### src/hw/rtl/cla_pkg.sv
// Shared constants for the console line assembler: field widths, reset values
// and the control character codes.
// No dependencies.
package cla_pkg;

  localparam int unsigned ByteW = 8;
  localparam int unsigned LenW  = 6;

  localparam int unsigned BufferDepthDefault = 64;
  localparam logic [LenW-1:0] MaxLenReset = LenW'(63);

  // Control character codes
  localparam logic [ByteW-1:0] ChBs    = 8'd8;
  localparam logic [ByteW-1:0] ChDel   = 8'd127;
  localparam logic [ByteW-1:0] ChSpace = 8'd32;
  localparam logic [ByteW-1:0] ChCr    = 8'd13;
  localparam logic [ByteW-1:0] ChLf    = 8'd10;
  localparam logic [ByteW-1:0] ChNone  = 8'd255;

endpackage

### src/hw/rtl/cla_ram.sv
// Generic single-port-write, single-port-read RAM with registered read data.
// No dependencies.
module cla_ram #(
  parameter int unsigned Width = 8,
  parameter int unsigned Depth = 64
) (
  input  logic                     clk_i,
  input  logic                     we_i,
  input  logic [$clog2(Depth)-1:0] waddr_i,
  input  logic [Width-1:0]         wdata_i,
  input  logic                     re_i,
  input  logic [$clog2(Depth)-1:0] raddr_i,
  output logic [Width-1:0]         rdata_o
);

  logic [Width-1:0] mem_q [Depth];
  logic [Width-1:0] rdata_q;

  always_ff @(posedge clk_i) begin
    if (we_i) begin
      mem_q[waddr_i] <= wdata_i;
    end
    // hold read data when no read is issued
    if (re_i) begin
      rdata_q <= mem_q[raddr_i];
    end
  end

  assign rdata_o = rdata_q;

endmodule

### src/hw/rtl/console_line_assembler.sv
// Console line assembler: takes one typed byte per transfer; a commit emits the
// stored line one character per cycle unless the output stalls, the first one
// passing through the RAM read data register and then the output register. No
// byte is taken while the line's entries are still being read from the RAM
// (input also waits out every output stall once both read stages are full), bounded
// by the single read port of the line RAM. Reset clears the fill count and sets the
// maximum length to 63; the line RAM is not cleared and needs no pass.
// Depends on cla_pkg and cla_ram.
module console_line_assembler
  import cla_pkg::*;
#(
  parameter int unsigned BufferDepth = BufferDepthDefault
) (
  input  logic             clk_i,
  input  logic             rst_ni,
  // configuration: max_line_length
  input  logic             cfg_valid_i,
  output logic             cfg_ready_o,
  input  logic [LenW-1:0]  cfg_data_i,
  // typed bytes
  input  logic             s_axis_tvalid,
  output logic             s_axis_tready,
  input  logic [ByteW-1:0] s_axis_tdata,   // [7:0] in_byte
  // committed line characters
  output logic             m_axis_tvalid,
  input  logic             m_axis_tready,
  output logic [15:0]      m_axis_tdata,   // [7:0] out_byte, [13:8] line_length, [15:14] zero
  output logic             m_axis_tlast    // last_of_line
);

  localparam int unsigned FillW = $clog2(BufferDepth);
  // largest effective line length: one entry short of the buffer
  localparam logic [LenW-1:0] LimTop = LenW'(BufferDepth - 1);

  typedef enum logic {
    StIdle,
    StEmit
  } state_e;

  state_e            state_q, state_d;
  logic [FillW-1:0]  fill_q, fill_d;
  logic [LenW-1:0]   max_q, max_d;
  logic [LenW-1:0]   len_q, len_d;        // length of the line being read out
  logic [LenW-1:0]   rd_idx_q, rd_idx_d;  // next entry to read
  // stage A: RAM read data register
  logic              a_vld_q, a_vld_d;
  logic              a_last_q, a_last_d;
  logic [LenW-1:0]   a_len_q, a_len_d;
  // stage B: output register
  logic              b_vld_q, b_vld_d;
  logic              b_last_q, b_last_d;
  logic [LenW-1:0]   b_len_q, b_len_d;
  logic [ByteW-1:0]  b_byte_q, b_byte_d;

  logic [ByteW-1:0]  ram_rdata;
  logic              ram_we;
  logic              ram_re;

  logic              in_xfer;
  logic [LenW-1:0]   lim;
  logic [LenW-1:0]   fill_ext;
  logic [LenW-1:0]   nfill;
  logic [LenW-1:0]   delim_commit;
  logic [LenW-1:0]   commit;
  logic              is_printable;
  logic              b_load;
  logic              a_move;
  logic [LenW-1:0]   rd_idx_inc;

  assign cfg_ready_o   = 1'b1;
  assign s_axis_tready = (state_q == StIdle);
  assign in_xfer       = s_axis_tvalid && s_axis_tready;

  // Clamp the register to 1 .. BufferDepth-1
  always_comb begin
    priority if (max_q == '0) begin
      lim = LenW'(1);
    end else if (max_q > LimTop) begin
      lim = LimTop;
    end else begin
      lim = max_q;
    end
  end

  // Line edit on the incoming byte
  always_comb begin
    fill_ext     = LenW'(fill_q);
    nfill        = fill_ext;
    delim_commit = '0;
    is_printable = 1'b0;
    priority if (s_axis_tdata == ChNone) begin
      nfill = fill_ext;
    end else if (s_axis_tdata == ChBs || s_axis_tdata == ChDel) begin
      // drop the newest byte; the stale entry is never read again
      if (fill_ext != '0) begin
        nfill = fill_ext - LenW'(1);
      end
    end else if (s_axis_tdata == ChSpace || s_axis_tdata == ChCr ||
                 s_axis_tdata == ChLf) begin
      delim_commit = fill_ext;
    end else begin
      // stored fill stays below the top of the buffer, so it always fits
      nfill        = fill_ext + LenW'(1);
      is_printable = 1'b1;
    end
    // length check runs after every byte, delimiter or not
    commit = (nfill >= lim) ? lim : delim_commit;
  end

  assign ram_we = in_xfer && is_printable;

  // Two-stage read pipeline: RAM data register, then output register
  assign b_load     = !b_vld_q || m_axis_tready;
  assign a_move     = a_vld_q && b_load;
  assign ram_re     = (state_q == StEmit) && (!a_vld_q || a_move);
  assign rd_idx_inc = rd_idx_q + LenW'(1);

  always_comb begin
    state_d  = state_q;
    fill_d   = fill_q;
    max_d    = max_q;
    len_d    = len_q;
    rd_idx_d = rd_idx_q;
    a_vld_d  = a_vld_q;
    a_last_d = a_last_q;
    a_len_d  = a_len_q;
    b_vld_d  = b_vld_q;
    b_last_d = b_last_q;
    b_len_d  = b_len_q;
    b_byte_d = b_byte_q;

    if (cfg_valid_i && cfg_ready_o) begin
      max_d = cfg_data_i;
    end

    // accept a byte: append, erase, ignore or commit
    if (in_xfer) begin
      if (commit != '0) begin
        state_d  = StEmit;
        len_d    = commit;
        rd_idx_d = '0;
        fill_d   = '0;
      end else begin
        fill_d = nfill[FillW-1:0];
      end
    end

    // advance stage A into the output register
    if (b_load) begin
      b_vld_d  = a_vld_q;
      b_last_d = a_last_q;
      b_len_d  = a_len_q;
      b_byte_d = ram_rdata;
    end

    // issue the next read, or drain stage A
    if (ram_re) begin
      a_vld_d  = 1'b1;
      a_last_d = (rd_idx_inc == len_q);
      a_len_d  = len_q;
      rd_idx_d = rd_idx_inc;
      if (rd_idx_inc == len_q) begin
        state_d = StIdle;
      end
    end else if (a_move) begin
      a_vld_d = 1'b0;
    end
  end

  always_ff @(posedge clk_i or negedge rst_ni) begin
    if (!rst_ni) begin
      state_q  <= StIdle;
      fill_q   <= '0;
      max_q    <= MaxLenReset;
      len_q    <= '0;
      rd_idx_q <= '0;
      a_vld_q  <= 1'b0;
      a_last_q <= 1'b0;
      a_len_q  <= '0;
      b_vld_q  <= 1'b0;
      b_last_q <= 1'b0;
      b_len_q  <= '0;
      b_byte_q <= '0;
    end else begin
      state_q  <= state_d;
      fill_q   <= fill_d;
      max_q    <= max_d;
      len_q    <= len_d;
      rd_idx_q <= rd_idx_d;
      a_vld_q  <= a_vld_d;
      a_last_q <= a_last_d;
      a_len_q  <= a_len_d;
      b_vld_q  <= b_vld_d;
      b_last_q <= b_last_d;
      b_len_q  <= b_len_d;
      b_byte_q <= b_byte_d;
    end
  end

  cla_ram #(
    .Width(ByteW),
    .Depth(BufferDepth)
  ) u_line_ram (
    .clk_i  (clk_i),
    .we_i   (ram_we),
    .waddr_i(fill_q),
    .wdata_i(s_axis_tdata),
    .re_i   (ram_re),
    .raddr_i(rd_idx_q[FillW-1:0]),
    .rdata_o(ram_rdata)
  );

  assign m_axis_tvalid = b_vld_q;
  assign m_axis_tdata  = {2'b00, b_len_q, b_byte_q};
  assign m_axis_tlast  = b_last_q;

  // Stored fill stays below the top of the buffer between bytes
  assert property (@(posedge clk_i) disable iff (!rst_ni)
    LenW'(fill_q) < LimTop)
    else $error("fill count reached the buffer limit");

  // Read-out never runs past the committed length, which is never empty
  assert property (@(posedge clk_i) disable iff (!rst_ni)
    state_q == StEmit |-> (rd_idx_q < len_q) && (len_q != '0))
    else $error("read index out of range during read-out");

  // Every delivered character belongs to a non-empty line
  assert property (@(posedge clk_i) disable iff (!rst_ni)
    m_axis_tvalid |-> (b_len_q != '0))
    else $error("character emitted with zero line length");

  // A committing transfer starts read-out on the next cycle
  assert property (@(posedge clk_i) disable iff (!rst_ni)
    (in_xfer && (commit != '0)) |=> (state_q == StEmit) && (rd_idx_q == '0))
    else $error("commit did not start read-out");

endmodule

### config.mk
export PLATFORM = sky130hd
export DESIGN_NAME = console_line_assembler
export DESIGN_NICKNAME = d
export VERILOG_FILES = /design/src/hw/rtl/cla_pkg.sv /design/src/hw/rtl/cla_ram.sv /design/src/hw/rtl/console_line_assembler.sv
export SDC_FILE = /design/constraint.sdc
export NUM_CORES = 1
export LEC_CHECK = 0
export BUFFER_PORTS_ARGS = -buffer_cell sky130_fd_sc_hd__buf_4
export CORE_MARGIN = 5
export CORE_UTILIZATION = 65
export CTS_CLUSTER_DIAMETER = 120
export CTS_CLUSTER_SIZE = 16
export DETAILED_ROUTE_END_ITERATION = 10
export PLACE_DENSITY = 0.82
export SYNTH_ARGS = -nofsm -noshare
export SYNTH_HDL_FRONTEND = slang
export SYNTH_SLANG_ARGS = --single-unit
export TNS_END_PERCENT = 100
### constraint.sdc
create_clock -name clk_i -period 7.5 [get_ports clk_i]
set_clock_uncertainty 0.05 [all_clocks]
set_input_delay 1.125 -clock clk_i [delete_from_list [all_inputs] [get_ports clk_i]]
set_output_delay 1.125 -clock clk_i [all_outputs]
set_load 0.1 [all_outputs]
; ---- Word level (Yosys, flattened, before mapping)
; Memory sizes are Yosys's and may differ from the RTL's. A register that Yosys moved wholly into a read port is not among the register bits.
; Cells that the tools add are included.
[op_classes]
n_addsub = 3
magnitude_cmp = 2
n_eq_ne = 7
n_mux = 25
n_bitwise = 1
n_reduce_logical = 19
[op_table]
columns = cell, n
row1 = 6-bit two-way mux, 14
row2 = 8-bit by 4-bit == test with 1-bit output (second input constant), 3
row3 = 6-bit by 1-bit adder with 6-bit output (second input constant), 2
row4 = 6-bit nonzero test, 2
row5 = 1-bit two-way mux, 11
row6 = 8-bit by 6-bit == test with 1-bit output (second input constant), 1
row7 = 8-bit by 7-bit == test with 1-bit output (second input constant), 1
row8 = 8-bit == test (second input constant), 1
row9 = 6-bit == test, 1
row10 = 6-bit greater-or-equal comparator, 1
row11 = 6-bit greater-than comparator (second input constant), 1
row12 = 6-bit logical NOT, 1
row13 = 2-bit nonzero test, 3
row14 = 6-bit by 1-bit subtractor with 6-bit output (second input constant), 1
row15 = 1-bit logical OR, 5
row16 = 1-bit logical AND, 4
row17 = 2-bit AND reduction, 2
row18 = 1-bit logical NOT, 2
row19 = 1-bit inverter, 1
[word_totals]
regBits = 49
ramBits = 512
out_inout_bits = 20
wordCells = 70
mem_count = 1
[memory_table]
columns = memory, words, word_bits, read_ports, rd_ports_with_merged_regs, write_ports, line
row1 = u_line_ram.mem_q, 64, 8, 1, 1, 1, cla_ram.sv:16  ; logic [Width-1:0] mem_q [Depth];

; ---- Logic depth before layout (Yosys ltp)
[depth]
ltp_word = 13
ltp_mapped = 17
mapped_depth_nobuf = 15

; ---- Cells and area by module
; Synthesis repeated with hierarchy kept, for this count alone.
[unflattened]
hier_cells = 1263
area_unflattened_um2 = 23124.7
[by_module_without_submodules]
columns = module, n_inst, cells_each, area_per_inst_um2, seq_area_each_um2
row1 = cla_ram, 1, 940, 20246.9, 15615.0
row2 = console_line_assembler, 1, 323, 2877.8, 1233.7

; ---- Least setup slack after synthesis
; Ideal clock, no wire load.
[synth_timing]
kind = input to register
from = in s_axis_tdata[4]
to = reg len_q[4]
setup_time_ns = 0.125
t_arrival_ns = 4.156
t_required_ns = 7.325
path_slack_ns = 3.169
stages = 15
path_buffers = 2
cell_sequence = nand4_1 or2_2 clkbuf_1 o211a_1 or4b_1 nor2_1 inv_1 ha_1 or3b_2 o2111ai_1 a21oi_1 a31oi_2 a21oi_1 buf_2 mux2_2
[synth_between]
elab_chain_cells = 10
[synth_rtl]
columns = item, line
row1 = start: declaration, console_line_assembler.sv:23  ; input logic [ByteW-1:0] s_axis_tdata,
row2 = 8-bit by 6-bit == test with 1-bit output or 8-bit by 4-bit == test with 1-bit output (tied branches), console_line_assembler.sv:98  ; end else if (s_axis_tdata == ChSpace || s_axis_tdata == ChCr ||
row3 = 1-bit logical OR (2 in series), console_line_assembler.sv:98
row4 = 6-bit two-way mux, console_line_assembler.sv:98
row5 = 6-bit two-way mux, console_line_assembler.sv:93  ; end else if (s_axis_tdata == ChBs || s_axis_tdata == ChDel) begin
row6 = 6-bit two-way mux, console_line_assembler.sv:91  ; priority if (s_axis_tdata == ChNone) begin
row7 = 6-bit greater-or-equal comparator, console_line_assembler.sv:107  ; commit = (nfill >= lim) ? lim : delim_commit;
row8 = 6-bit two-way mux (*), console_line_assembler.sv:107
row9 = 6-bit nonzero test, console_line_assembler.sv:138  ; if (commit != '0) begin
row10 = 2-bit AND reduction (no line), --
row11 = end signal: assignment, console_line_assembler.sv:188  ; len_q <= len_d;
row12 = end: declaration, console_line_assembler.sv:43  ; logic [LenW-1:0] len_q, len_d;
; Mark *: on every way between the ends. The rest lies on a longest branch, timed or not.
; A chain may end at the register's enable or synchronous reset.

; ---- Worst setup path in the final report
[layout_timing]
from = in s_axis_tdata[3]
to = reg len_q[5]
; Same word-level chain as after synthesis.

==> tab_implementation.tex <==
\begin{tabular}{lr}
\hline
Metric & Value \\
\hline
\multicolumn{2}{l}{\textbf{Status}} \\
\quad Run status & completed \\
\multicolumn{2}{l}{\textbf{STA}} \\
\quad Slew @ Worst Pin & 1100 ps \\
\quad Post-layout minimum cycle time & 5160 ps \\
\quad Setup repair after global routing missed its margin & false \\
\quad Smallest setup slack after layout & 2340 ps \\
\quad Period utilization & 68.8\% \\
\quad Achievable frequency & 194 MHz \\
\quad Final-report setup violation count & 0 \\
\quad Worst slew margin relative to its limit & 26.5\% \\
\quad Final Hold Fails & 0 \\
\quad Setup TNS after final layout & 0 ps \\
\quad Total count of max-transition violations in the final report & 0 \\
\multicolumn{2}{l}{\textbf{Clock tree}} \\
\quad TritonCTS clock tree & built \\
\quad Clock Tree Root & sky130\_fd\_sc\_hd\_\_clkbuf\_16 \\
\quad Setup repair bufs after CTS & 0 \\
\quad Post-cts resize count & 0 \\
\quad Total clock sinks & 569 \\
\quad Depth of the CTS H-tree & 2 \\
\quad Hold\_buf cts & 0 \\
\quad Number of buffers between clock root and the deepest sink & 3 \\
\quad Clock buffers created by TritonCTS & 41 \\
\quad Clock Pin Slew Worst Setup and Hold Paths & 70 ps \\
\quad Clock latency on the worst-skew pair & 560 ps \\
\multicolumn{2}{l}{\textbf{Logic synthesis}} \\
\quad Fraction of registers with async set or reset after synthesis & 8.61\% \\
\quad Post-Syn Area & 0.0228 sq mm \\
\quad Cell count after synthesis & 1143 \\
\quad EDFF count, synth & 520 \\
\quad Post-synth top flop & sky130\_fd\_sc\_hd\_\_edfxtp\_1 \\
\quad Synth warnings & 0 \\
\quad Flop and latch count out of synthesis & 569 \\
\quad Number of distinct library cells after synthesis & 58 \\
\quad Sequential cell area fraction in the yosys report & 73.8\% \\
\quad Post-synthesis average cell area & 20.0 sq um \\
\multicolumn{2}{l}{\textbf{Drt}} \\
\quad Routed length per placed instance & 30.0 um \\
\quad DRT Pass-1 Iters & 7 \\
\quad Final Routed Wirelength & 49.2 mm \\
\quad Number of nets with antenna violations after routing & 0 \\
\quad First DRT Iteration DRCs & 1451 \\
\quad Remaining routing DRC violations & 0 \\
\quad Drt via density & 6.93 \\
\quad Total via count in the routed design & 11400 \\
\multicolumn{2}{l}{\textbf{Global route}} \\
\quad Number of global-route vias before repair & 11500 \\
\quad Largest net degree at the start of global routing & 94 \\
\quad Number of antenna violations at the first check in global routing & 2 \\
\quad GRT Residual Overflow & 0 \\
\quad Global-route wire length before repair & 74.3 mm \\
\quad Total GRT Usage & 25.9\% \\
\multicolumn{2}{l}{\textbf{Cells and area}} \\
\quad Share of final-layout standard cells stronger than drive strength 1 & 24.3\% \\
\quad Commonest cells after routing, fill and taps aside & sky130\_fd\_sc\_hd\_\_edfxtp\_1, sky130\_fd\_sc\_hd\_\_mux4\_2, sky130\_fd\_sc\_hd\_\_nor2\_1 \\
\quad Total area of multi-input combinational cells & 0.00562 sq mm \\
\quad Final Net Count & 1199 \\
\quad Post-route insts no fill & 1641 \\
\quad Filler cell count in the final layout & 1986 \\
\quad Register cell area after layout & 0.0169 sq mm \\
\quad Growth of design area from synthesis to finish & 7.75\% \\
\quad Leading cell type in the layout, fill and taps excluded & sky130\_fd\_sc\_hd\_\_edfxtp\_1 \\
\quad Final antenna diode count & 0 \\
\multicolumn{2}{l}{\textbf{Setup path}} \\
\quad Type of the worst setup path & input port to flop \\
\quad Endpoint type of the worst setup path & flop \\
\quad Data required time of the critical path & 7890 ps \\
\quad WP data arrival & 5550 ps \\
\quad Crit Path Max Fanout & 68 \\
\quad Setup slack on the worst flop-to-flop path & 2780 ps \\
\quad Sort of element at the start of the critical path & input port \\
\multicolumn{2}{l}{\textbf{Placement}} \\
\quad Post-placement cell count & 1581 \\
\quad Placed wire-length estimate & 29.0 mm \\
\quad Routability cong. & 0.890 \\
\quad Quantity of I/O buffers inserted on ports & 35 \\
\quad Worst slack at placement & 1870 ps \\
\multicolumn{2}{l}{\textbf{Floorplanning}} \\
\quad Std cell rows & 68 \\
\quad Area enclosed by the die boundary & 0.0390 sq mm \\
\quad Starting density of the core & 65.9\% \\
\quad Overall die width & 197 um \\
\quad Area of the core region & 0.0346 sq mm \\
\quad I/O pin count & 39 \\
\quad Vertical die dimension & 197 um \\
\multicolumn{2}{l}{\textbf{Power and ir drop}} \\
\quad Leak Pwr & 0.00782 uW \\
\quad PD cells & 343 mW/mm\^{}2 \\
\quad Max rail drop VDD & 449 uV \\
\multicolumn{2}{l}{\textbf{Worst hold path}} \\
\quad Type of the tightest min-delay check & flop to flop \\
\multicolumn{2}{l}{\textbf{Run}} \\
\quad Number of max-cap violations & 0 \\
\hline
\end{tabular}
-- through the flow --
stage	utilization (%)	area, sq um	hold WS [ps]	total power (uW)
final	71.1	24600	421	8450
after global routing	71.1	24600	445	8790
after CTS	71.1	24600	433	8480
after detailed placement	67.7	23500	415	6440
after global placement	67.7	23500	402	6380
after floorplan	-	22800	389	5750
-- area by class of cell --
| class | instances | area share (%) |
|---|---|---|
| clock inverter | 2 | 0.0712 |
| multi-input combinational | 495 | 22.8 |
| sequential | 569 | 68.5 |
| tap | 455 | 2.31 |
| timing repair buffer | 44 | 1.39 |
| clock buffer | 58 | 4.60 |
| inverter | 18 | 0.275 |
-- worst paths after layout --
kind                       cells after the start     endpoint             startpoint
min                                            1  b_byte_q[2]  u_line_ram.rdata_o[2]
max                                           14     len_q[5]        s_axis_tdata[3]
min in group asynchronous                      1  fill_ext[4]                 rst_ni
min reg2reg                                    1  b_byte_q[2]  u_line_ram.rdata_o[2]
max in group asynchronous                      1  rd_idx_q[0]                 rst_ni
max reg2reg                                   11     len_q[5]            fill_ext[2]
-- registers in the layout, summed over array words and instances, names as in the netlist, 6 cells and up --
signal,count
u_line_ram.rdata_o,8
b_len_q,6
max_q,6
b_byte_q,8
fill_ext,6
u_line_ram.mem_q,512
rd_idx_q,6
a_len_q,6
len_q,6
-- Yosys cell counts, types with 4 or more instances --
library cell,instances,area (sq um)
sky130_fd_sc_hd__edfxtp_1,520,15600
sky130_fd_sc_hd__mux4_2,160,3600
sky130_fd_sc_hd__nor2_1,73,274
sky130_fd_sc_hd__nand2_1,60,225
sky130_fd_sc_hd__dfrtp_1,43,1080
sky130_fd_sc_hd__clkbuf_1,27,101
sky130_fd_sc_hd__o21ai_0,24,120
sky130_fd_sc_hd__a22oi_1,21,158
sky130_fd_sc_hd__mux2_2,19,214
sky130_fd_sc_hd__nand3_1,18,90.1
sky130_fd_sc_hd__inv_1,17,63.8
sky130_fd_sc_hd__buf_2,15,75.1
sky130_fd_sc_hd__ha_1,11,138
sky130_fd_sc_hd__buf_1,10,37.5
sky130_fd_sc_hd__nor2b_1,10,62.6
sky130_fd_sc_hd__o211ai_1,8,60.1
sky130_fd_sc_hd__xnor2_1,8,70.1
sky130_fd_sc_hd__buf_4,6,45.0
sky130_fd_sc_hd__dfstp_2,6,158
sky130_fd_sc_hd__nor3_1,6,30.0
sky130_fd_sc_hd__and3_1,5,31.3
sky130_fd_sc_hd__o31ai_1,5,37.5
sky130_fd_sc_hd__a21oi_1,4,20.0
sky130_fd_sc_hd__buf_6,4,45.0
sky130_fd_sc_hd__nand4_1,4,25.0
sky130_fd_sc_hd__or3_1,4,25.0
sky130_fd_sc_hd__xor2_1,4,35.0
-- worst max-delay path, stage by stage --
cell                        delay, ps
sky130_fd_sc_hd__buf_4            520
sky130_fd_sc_hd__nor2b_1          360
sky130_fd_sc_hd__o211ai_1         190
sky130_fd_sc_hd__nand2_1          330
sky130_fd_sc_hd__ha_1             300
sky130_fd_sc_hd__o21ai_0          170
sky130_fd_sc_hd__a22oi_1          140
sky130_fd_sc_hd__ha_1             310
sky130_fd_sc_hd__or3b_2           110
sky130_fd_sc_hd__o2111ai_1        110
sky130_fd_sc_hd__a21oi_1          550
sky130_fd_sc_hd__a31oi_2          130
sky130_fd_sc_hd__a21oi_1          740
sky130_fd_sc_hd__mux2_2           410
-- power by group --
part	internal, uW	switching, uW	leakage, uW
registers	3620	211	0.00527
clock network	1050	1010	0.000557
logic	1100	1460	0.00200
total	5770	2680	0.00782
-- per-layer routing --
metal	vias to the layer above	routed length [um]	track usage, %
met5	-	29	0
met4	4	1570	7.99
met3	114	4810	5.92
met2	709	24400	41.1
met1	5843	18400	37.1
li1	4696	-	-
-- cell families (layout without fill, tap and decap cells) --
group           Yosys count  count (layout)  synth area share (%)
flops                   569             569                  73.8
fa+ha+maj                11              11                 0.603
other cells               2               3                0.0329
xor+xnor                 12              12                 0.460
compound gates           88              88                  2.66
buf+inv                  80             122                  1.63
simple gates            202             202                  4.12
mux                     179             179                  16.7
Note: power is estimated with default switching activity, not from simulation.
